**src/sv/utf8dec_pkg.sv**
```systemverilog
// ----------------------------------------------------------------------------
// utf8dec_pkg
// Types and constants for the UTF-8 byte decoder.
// ----------------------------------------------------------------------------
package utf8dec_pkg;

    localparam int CP_W  = 31;
    localparam int REM_W = 3;

    // Lead and continuation byte patterns
    localparam logic [7:0] CONT_MASK  = 8'hC0;
    localparam logic [7:0] CONT_TAG   = 8'h80;
    localparam logic [7:0] LEAD2_MASK = 8'hE0;
    localparam logic [7:0] LEAD2_TAG  = 8'hC0;
    localparam logic [7:0] LEAD3_MASK = 8'hF0;
    localparam logic [7:0] LEAD3_TAG  = 8'hE0;
    localparam logic [7:0] LEAD4_MASK = 8'hF8;
    localparam logic [7:0] LEAD4_TAG  = 8'hF0;
    localparam logic [7:0] LEAD5_MASK = 8'hFC;
    localparam logic [7:0] LEAD5_TAG  = 8'hF8;
    localparam logic [7:0] LEAD6_MASK = 8'hFE;
    localparam logic [7:0] LEAD6_TAG  = 8'hFC;
    localparam logic [7:0] PAY2_MASK  = 8'h1F;
    localparam logic [7:0] PAY3_MASK  = 8'h0F;
    localparam logic [7:0] PAY4_MASK  = 8'h07;
    localparam logic [7:0] PAY5_MASK  = 8'h03;
    localparam logic [7:0] PAY6_MASK  = 8'h01;
    localparam logic [7:0] CONT_PAY   = 8'h3F;

    typedef struct packed {
        logic [CP_W-1:0] code_point;
        logic            decode_error;
    } result_t;

endpackage

```
**src/sv/utf8_byte_decoder.sv**
```systemverilog
// ----------------------------------------------------------------------------
// utf8_byte_decoder
// Decodes a stream of legacy UTF-8 bytes (one to six byte sequences) into
// code points, with one error result on a malformed byte.
// ----------------------------------------------------------------------------
// Results are registered: m_tvalid and m_tdata come from the output register.
// Throughput: one byte per cycle while s_tready is high.
// Output side has a two-entry stage (result register plus skid), so s_tready
// drops only when both entries hold results that have not been taken.
// Reset (rst_n low, asynchronous): no sequence pending, not halted, no
// results held.
module utf8_byte_decoder
(
    input  logic        clk,
    input  logic        rst_n,
    input  logic        s_tvalid,
    output logic        s_tready,
    input  logic [7:0]  s_tdata,   // [7:0] data_byte
    input  logic [0:0]  s_tuser,   // [0] string_start
    output logic        m_tvalid,
    input  logic        m_tready,
    output logic [31:0] m_tdata,   // [30:0] code_point, [31] zero
    output logic [0:0]  m_tuser    // [0] decode_error
);
    import utf8dec_pkg::*;

    logic [REM_W-1:0] rem_reg,  rem_next;
    logic [CP_W-1:0]  part_reg, part_next;
    logic             halted_reg, halted_next;

    result_t out_reg, skid_reg, res;
    logic    out_valid_reg, skid_valid_reg;

    logic             accept, push, pop;
    logic [7:0]       b;
    logic [REM_W-1:0] eff_rem, dec_rem;
    logic [CP_W-1:0]  eff_part, shifted;
    logic             eff_halt;

    assign s_tready = !skid_valid_reg;
    assign accept   = s_tvalid && s_tready;
    assign pop      = out_valid_reg && m_tready;
    assign b        = s_tdata;

    // String start clears everything before the byte is handled
    assign eff_rem  = s_tuser[0] ? '0 : rem_reg;
    assign eff_part = s_tuser[0] ? '0 : part_reg;
    assign eff_halt = s_tuser[0] ? 1'b0 : halted_reg;
    assign shifted  = {eff_part[CP_W-7:0], b[5:0]};
    assign dec_rem  = eff_rem - REM_W'(1);

    always_comb
    begin
        rem_next    = eff_rem;
        part_next   = eff_part;
        halted_next = eff_halt;
        push        = 1'b0;
        res         = '0;
        if (eff_halt)
        begin
            push = 1'b0;
        end
        else if (eff_rem != '0)
        begin
            if ((b & CONT_MASK) != CONT_TAG)
            begin
                halted_next      = 1'b1;
                rem_next         = '0;
                part_next        = '0;
                push             = 1'b1;
                res.decode_error = 1'b1;
            end
            else
            begin
                rem_next = dec_rem;
                if (dec_rem == '0)
                begin
                    part_next      = '0;
                    push           = 1'b1;
                    res.code_point = shifted;
                end
                else
                begin
                    part_next = shifted;
                end
            end
        end
        else
        begin
            priority if (b == 8'h00)
            begin
                halted_next = 1'b1;
            end
            else if (!b[7])
            begin
                push           = 1'b1;
                res.code_point = CP_W'(b);
            end
            else if ((b & CONT_MASK) == CONT_TAG)
            begin
                halted_next      = 1'b1;
                push             = 1'b1;
                res.decode_error = 1'b1;
            end
            else if ((b & LEAD2_MASK) == LEAD2_TAG)
            begin
                rem_next  = REM_W'(1);
                part_next = CP_W'(b & PAY2_MASK);
            end
            else if ((b & LEAD3_MASK) == LEAD3_TAG)
            begin
                rem_next  = REM_W'(2);
                part_next = CP_W'(b & PAY3_MASK);
            end
            else if ((b & LEAD4_MASK) == LEAD4_TAG)
            begin
                rem_next  = REM_W'(3);
                part_next = CP_W'(b & PAY4_MASK);
            end
            else if ((b & LEAD5_MASK) == LEAD5_TAG)
            begin
                rem_next  = REM_W'(4);
                part_next = CP_W'(b & PAY5_MASK);
            end
            else if ((b & LEAD6_MASK) == LEAD6_TAG)
            begin
                rem_next  = REM_W'(5);
                part_next = CP_W'(b & PAY6_MASK);
            end
            else
            begin
                // 0xFE / 0xFF lead
                halted_next      = 1'b1;
                push             = 1'b1;
                res.decode_error = 1'b1;
            end
        end
    end

    always_ff @(posedge clk or negedge rst_n)
    begin
        if (!rst_n)
        begin
            rem_reg    <= '0;
            part_reg   <= '0;
            halted_reg <= 1'b0;
        end
        else if (accept)
        begin
            rem_reg    <= rem_next;
            part_reg   <= part_next;
            halted_reg <= halted_next;
        end
    end

    // Output register with skid entry
    always_ff @(posedge clk or negedge rst_n)
    begin
        if (!rst_n)
        begin
            out_valid_reg  <= 1'b0;
            skid_valid_reg <= 1'b0;
        end
        else if (skid_valid_reg)
        begin
            if (pop)
            begin
                skid_valid_reg <= 1'b0;
            end
        end
        else if (accept && push)
        begin
            if (out_valid_reg && !pop)
            begin
                skid_valid_reg <= 1'b1;
            end
            else
            begin
                out_valid_reg <= 1'b1;
            end
        end
        else if (pop)
        begin
            out_valid_reg <= 1'b0;
        end
    end

    always_ff @(posedge clk)
    begin
        if (skid_valid_reg)
        begin
            if (pop)
            begin
                out_reg <= skid_reg;
            end
        end
        else if (accept && push)
        begin
            if (out_valid_reg && !pop)
            begin
                skid_reg <= res;
            end
            else
            begin
                out_reg <= res;
            end
        end
    end

    assign m_tvalid   = out_valid_reg;
    assign m_tdata    = {1'b0, out_reg.code_point};
    assign m_tuser[0] = out_reg.decode_error;

    a_skid_needs_out: assert property (@(posedge clk) disable iff (!rst_n)
        skid_valid_reg |-> out_valid_reg)
        else $error("skid entry held without result register");

    a_error_zero_cp: assert property (@(posedge clk) disable iff (!rst_n)
        (m_tvalid && m_tuser[0]) |-> (m_tdata == 32'd0))
        else $error("error result carries a non-zero code point");

    a_halt_no_pending: assert property (@(posedge clk) disable iff (!rst_n)
        halted_reg |-> (rem_reg == '0))
        else $error("halted with a sequence pending");

    a_halted_silent: assert property (@(posedge clk) disable iff (!rst_n)
        (accept && halted_reg && !s_tuser[0]) |-> !push)
        else $error("result produced while halted");

    a_full_stalls: assert property (@(posedge clk) disable iff (!rst_n)
        (skid_valid_reg && !m_tready) |=> skid_valid_reg && !s_tready)
        else $error("skid entry lost while output stalled");

endmodule

```
**config.mk**
```make
export PLATFORM = sky130hd
export DESIGN_NAME = utf8_byte_decoder
export DESIGN_NICKNAME = d
export VERILOG_FILES = /design/src/sv/utf8dec_pkg.sv /design/src/sv/utf8_byte_decoder.sv
export SDC_FILE = /design/constraint.sdc
export NUM_CORES = 1
export LEC_CHECK = 0
export BUFFER_PORTS_ARGS = -buffer_cell sky130_fd_sc_hd__buf_4
export CORE_ASPECT_RATIO = 1.5
export CORE_UTILIZATION = 38
export CTS_BUF_LIST = sky130_fd_sc_hd__clkbuf_4
export CTS_CLUSTER_DIAMETER = 40
export CTS_CLUSTER_SIZE = 24
export DETAILED_ROUTE_END_ITERATION = 8
export PLACE_DENSITY = 0.6
export SETUP_SLACK_MARGIN = 0.4
export SYNTH_ARGS = -nofsm -noshare
export SYNTH_HDL_FRONTEND = slang
export SYNTH_SLANG_ARGS = --single-unit
```
**constraint.sdc**
```tcl
create_clock -name clk -period 5.9 [get_ports clk]
set_clock_uncertainty 0.1 [all_clocks]
set_input_delay 1.475 -clock clk [delete_from_list [all_inputs] [get_ports clk]]
set_output_delay 1.475 -clock clk [all_outputs]
set_load 0.03 [all_outputs]
```
==> results of run 1 <==
[per-layer routing]
| metal | global-route usage | up-vias |
|---|---|---|
| met5 | 0 | - |
| met4 | 0.06172 | 0 |
| met3 | 0.04020 | 4 |
| met2 | 0.2417 | 55 |
| met1 | 0.1939 | 1239 |
| li1 | - | 1210 |
[cell families after synthesis]
family                   Yosys count  synth area share
multiplexers                      29           0.07724
adder cells (fa/ha/maj)            3          0.008914
other                              1         0.0008904
AND/OR/NAND/NOR                   88            0.1346
flip-flops                        95            0.6405
AO/OA/AOI/OAI                     58            0.1075
buffers and inverters             23           0.03030
[synth_stat cells, drive strengths merged, types with 2 or more instances]
cell	instances	area share
inv	5	0.0045
a21oi	4	0.0048
a22o	20	0.042
a32o	7	0.017
edfxtp	64	0.46
and3	8	0.012
nor4	3	0.0080
clkbuf	6	0.0053
o21ai	10	0.012
mux2	28	0.075
nand2	19	0.017
nand2b	6	0.0089
dfrtp	31	0.18
ha	3	0.0089
nor2b	7	0.010
o22ai	2	0.0030
a221oi	2	0.0042
nand3	7	0.0083
a21o	2	0.0036
and2	28	0.053
nor2	6	0.0053
o221ai	4	0.0083
buf	12	0.020
[tightest hold or removal path, cell delays in order (launching register included)]
cell,delay (ns)
dfrtp_1,0.37
nand2_1,0.05
o221ai_1,0.06
[how the worst min path moves through the flow]
stage | depth (start not counted) | slack, ns | start | to
after CTS | 2 | 0.42 | rem_reg[0] | rem_reg[0]
after global routing | 2 | 0.46 | rem_reg[1] | rem_reg[1]
final | 2 | 0.41 | rem_reg[2] | rem_reg[2]
after detailed placement | 2 | 0.38 | rem_reg[0] | rem_reg[0]
after global placement | 2 | 0.38 | rem_reg[1] | rem_reg[1]
after floorplan | 2 | 0.35 | part_reg[0] | part_reg[0]
[power groups by stage]
| stage | logic (mW) | clock network (mW) | registers (mW) |
|---|---|---|---|
| 6_report | 0.560 | 0.359 | 0.905 |
| 5_1_grt | 0.613 | 0.400 | 0.919 |
| 4_1_cts | 0.569 | 0.373 | 0.907 |
| 3_5_place_dp | 0.567 | 0 | 0.921 |
| 3_3_place_gp | 0.562 | 0 | 0.922 |
| 2_1_floorplan | 0.293 | 0 | 1.01 |
[final cells by class]
type                       count  area [um2]
antenna                        1       2.502
clock buffer                   9       67.56
clock inverter                 7       78.83
fill                        1005        5871
inverter                       5       18.77
multi-input combinational    179        1406
sequential                    95        2698
tap                          144       180.2
timing repair buffer          51       382.9
==> impl_metrics.py, run 1 <==
metrics = {
    "outcome": {
        "status": "complete, no violations",
    },
    "global_route": {
        "grt_pass1_vias": 2489,
        "grt_start_max_net_pins": 33,
        "grt_pass1_wl_um": 12900,
        "antenna_found_initial": 1,
        "grt_overflow": 0,
        "grt_usage": 0.1511,
    },
    "logic_synthesis": {
        "yosysSeqAreaShare": 0.6405,
        "ys_warn_count": 0,
        "synth_cell_types": 42,
        "syn-num-nets": 313,
        "synth_area_per_cell_um2": 14.18,
        "synth_area_um2": 4212,
        "synth_edf_count": 64,
        "ys_async_sr_fraction": 0.3263,
        "synth-main-ff-cell": "edfxtp_1",
        "ys_ff_latch": 95,
        "synthCells": 297,
    },
    "power_and_ir_drop": {
        "p_seq_frac": 0.496,
        "vdd_ir_drop_max_v": 0.0001626,
        "pwr-share-comb": 0.307,
        "p_leak_nw": 1.986,
        "swShare": 0.3462,
        "power_mw": 1.823,
        "p_sw_mw": 0.6312,
        "power_density_nw_per_um2": 377.1,
        "p_clk_frac": 0.197,
        "p_int_mw": 1.192,
    },
    "drt": {
        "drt-pass1-iter-count": 5,
        "drc": 0,
        "route.vias.total": 2508,
        "top_layer": "met4",
        "drtIter0Drc": 133,
        "ant_nets": 0,
        "wl_met3_um": 286,
        "wirelength_um": 7901,
        "wl_met2_um": 4057,
        "wl_per_cell_um": 16.09,
        "met1Wirelength_um": 3472,
        "vias_per_cell": 5.108,
    },
    "worst_setup_path": {
        "cp.arrival_ns": 4.18,
        "slowest_delay_ns": 0.61,
        "cp.depth": 9,
        "path_delay_family": "simple AND/OR/NAND/NOR gates",
        "reg2regPathDepth": 8,
        "worst_setup_path_end_kind": "flop",
        "crit_start": "s_tuser",
        "critical_path_required_ns": 5.94,
        "endpoint": "skid_reg[7]",
        "timing.rr.start": "rem_reg[1]",
        "crit_chain": "buf_4 > nand2b_1 > ha_1 > ha_1 > nand2_1 > nand2_1 > o2111ai_1 > nor2_2 > buf_4",
        "reg2reg_slack_ns": 2.67,
        "crit_path_top_delay_cell": "nor2_2",
        "crit_fanout": 20,
        "critical_path_class": "in -> reg",
        "cp-start-kind": "input pin",
        "crit_buf_inv": 2,
        "r2r_end": "skid_reg[7]",
    },
    "cells_and_area": {
        "final_cell_mix": "edfxtp_1 (64), buf_4 (51), dfrtp_1 (31)",
        "largest_reg_flops": 32,
        "layout.cells.non_filler": 491,
        "area_growth_syn_to_layout_pct": 14.80,
        "fin_area_um2": 4835,
        "utilization": 0.4516,
        "final_net_count": 357,
        "layout_commonest_cell": "edfxtp_1",
        "drive_gt1_frac": 0.2890,
    },
    "timing": {
        "grt_setup_unrepaired": "false",
        "max_freq_mhz": 241.3,
        "timing.final.crit_share": 0.7025,
        "hold_slack_ns": 0.4088,
        "setup_viol": 0,
        "min_period_ns": 4.145,
        "tns_ns": 0,
        "worst_slack_ns": 1.755,
        "slew_violations": 0,
        "worstMarginPinSlew_ns": 0.7272,
        "slew_headroom": 0.5136,
        "hold_viol": 0,
    },
    "clock_network": {
        "insertion_delay_ns": 0.44,
        "cts_resized": 0,
        "cts-htree-levels": 3,
        "cts_buffers": 9,
        "cts.sinks": 95,
        "cts_hold_buf": 0,
        "root_buffer": "clkbuf_4",
        "clockBufferDepth": 2,
        "cts_tree": "done",
        "cts_setup_buffers": 0,
        "clkTransAtPathRegs_ns": 0.14,
    },
    "placed_design": {
        "placed_cell_area_um2": 4686,
        "place_inst": 474,
        "globalplace.congestion": 0.8219,
        "dp_slack_ns": 1.247,
        "port_buffers": 46,
        "hpwlAfterDp_um": 5364,
    },
    "floorplanning": {
        "die_area_um2": 11520,
        "io_pins": 48,
        "core_um2": 10710,
        "num_rows": 46,
        "die_x_um": 87.96,
        "die_h_um": 130.9,
        "initial_core_util": 0.3934,
    },
    "flow_run": {
        "maxCapViolCount": 0,
    },
    "min_path": {
        "worstHoldPathType": "reg -> reg",
    },
}
Note: power is estimated with default switching activity, not from simulation.
==> run 2: changes to the inputs <==
- clock period: 5.9 -> 3.9 ns (I/O delays scaled with it)
==> impl_metrics.py, run 2 (synthesized netlist as in run 1, its figures left out) <==
metrics = {
    "cells_and_area": {
        "drive_gt1_frac": 0.3179,
        "largest_reg_flops": 32,
        "final_cell_mix": "edfxtp_1 (64), buf_4 (50), dfrtp_1 (31)",
        "area_growth_syn_to_layout_pct": 16.52,
        "fin_area_um2": 4907,
        "final_net_count": 357,
        "utilization": 0.4584,
        "fillers": 1004,
        "layout_commonest_cell": "edfxtp_1",
    },
    "placed_design": {
        "hpwlAfterDp_um": 5540,
        "port_buffers": 46,
        "dp_slack_ns": 0.5376,
        "globalplace.congestion": 0.8196,
        "placed_cell_area_um2": 4771,
    },
    "clock_network": {
        "cts_tree": "done",
        "insertion_delay_ns": 0.45,
        "root_buffer": "clkbuf_4",
        "cts_resized": 0,
        "clockBufferDepth": 2,
        "cts.sinks": 95,
        "clkTransAtPathRegs_ns": 0.17,
        "cts-htree-levels": 3,
        "cts_buffers": 9,
        "cts_hold_buf": 0,
        "cts_setup_buffers": 0,
    },
    "timing": {
        "slew_headroom": 0.4528,
        "worst_slack_ns": 0.8275,
        "setup_viol": 0,
        "hold_viol": 0,
        "min_period_ns": 3.072,
        "tns_ns": 0,
        "grt_setup_unrepaired": "false",
        "worstMarginPinSlew_ns": 0.8199,
        "timing.final.crit_share": 0.7878,
        "max_freq_mhz": 325.5,
        "slew_violations": 0,
    },
    "worst_setup_path": {
        "cp-start-kind": "flop",
        "timing.rr.start": "skid_valid_reg",
        "reg2reg_slack_ns": 1.18,
        "reg2regPathDepth": 5,
        "crit_path_top_delay_cell": "inv_1",
        "r2r_end": "m_tdata[25]",
        "critical_path_required_ns": 2.82,
        "critical_path_class": "reg -> out",
        "cp.arrival_ns": 2.00,
        "worst_setup_path_end_kind": "output port",
        "crit_fanout": 17,
        "slowest_delay_ns": 0.69,
        "crit_buf_inv": 2,
        "path_delay_family": "buffers and inverters",
        "crit_chain": "inv_1 > buf_4",
    },
    "global_route": {
        "grt-busiest-layer": "met2",
        "antenna_found_initial": 1,
        "grtUsageMet3": 0.02889,
        "grt_overflow": 0,
        "grt_pass1_vias": 2416,
        "grt_usage": 0.1525,
        "grtUsageMet2": 0.2426,
        "grt_start_max_net_pins": 33,
        "grt_pass1_wl_um": 12980,
        "grt_util_met1": 0.1997,
    },
    "drt": {
        "wirelength_um": 8139,
        "vias_per_cell": 5.090,
        "drt-pass1-iter-count": 6,
        "ant_nets": 0,
        "drc": 0,
        "wl_per_cell_um": 16.58,
        "drtIter0Drc": 146,
        "route.vias.total": 2499,
    },
    "power_and_ir_drop": {
        "vdd_ir_drop_max_v": 0.0002421,
        "power_density_nw_per_um2": 568.2,
        "p_leak_nw": 2.014,
    },
    "flow_run": {
        "maxCapViolCount": 0,
    },
    "floorplanning": {
        "core_um2": 10710,
        "initial_core_util": 0.3934,
        "die_h_um": 130.9,
        "die_area_um2": 11520,
        "io_pins": 48,
        "num_rows": 46,
        "die_x_um": 87.96,
    },
    "min_path": {
        "worstHoldPathType": "in -> async",
    },
    "outcome": {
        "status": "complete, no violations",
    },
}
-- run 2: cell count changes in the layout (fill, tap and decap cells not counted), sizes merged --
cell | before | now
inv | 7 | 8
bufinv | 1 | 0
-- run 2: through the flow --
step / instances / power (mW) / hold WS [ns]
2_1_floorplan: 297 / 2.025 / 0.3550
3_3_place_gp: 474 / 2.301 / 0.3738
3_5_place_dp: 474 / 2.317 / 0.3827
4_1_cts: 490 / 2.822 / 0.3170
5_1_grt: 491 / 2.932 / 0.3178
6_report: 491 / 2.788 / 0.3349
-- run 2: worst max-delay path by stage --
| stage | cells past startpoint | to | slack (ns) | startpoint |
|---|---|---|---|---|
| 2_1_floorplan | 8 | m_tdata[0] | 0.40 | s_tuser |
| 3_3_place_gp | 9 | m_tdata[2] | 0.59 | s_tuser |
| 3_5_place_dp | 6 | m_tdata[7] | 0.54 | s_tuser |
| 4_1_cts | 2 | s_tready | 0.80 | skid_valid_reg |
| 5_1_grt | 2 | s_tready | 0.72 | skid_valid_reg |
| 6_report | 2 | s_tready | 0.83 | skid_valid_reg |
-- run 2: area by class of cell --
type                    instances  area (um2)  area share
clock inverters                 7       66.31     0.01351
diodes                          1       2.502   0.0005099
well taps                     144       180.2     0.03672
repair buffers                 51       395.4     0.08057
inverters                       5       18.77    0.003825
clock buffers                   9       67.56     0.01377
flip-flops and latches         95        2698      0.5497
multi-input cells             179        1479      0.3014
-- run 2: per-layer routing --
metal,wire length (um),up-vias
met5,0,-
met4,115,0
met3,270,6
met2,4163,50
met1,3590,1234
li1,-,1209
-- run 2: worst reg2reg max path: cells and delay by family (launching register included) --
| kind | cells | cell delay [ns] |
|---|---|---|
| AO/OA/AOI/OAI | 2 | 0.51 |
| flip-flops | 1 | 0.58 |
| buffers and inverters | 1 | 0.42 |
| AND/OR/NAND/NOR | 2 | 0.75 |
-- run 2: where the power goes --
part / leakage (nW) / switching [mW] / internal, mW
combinational: 0.916 / 0.559 / 0.346
sequential: 1.03 / 0.0905 / 1.29
clock: 0.0716 / 0.360 / 0.146
total: 2.01 / 1.01 / 1.78
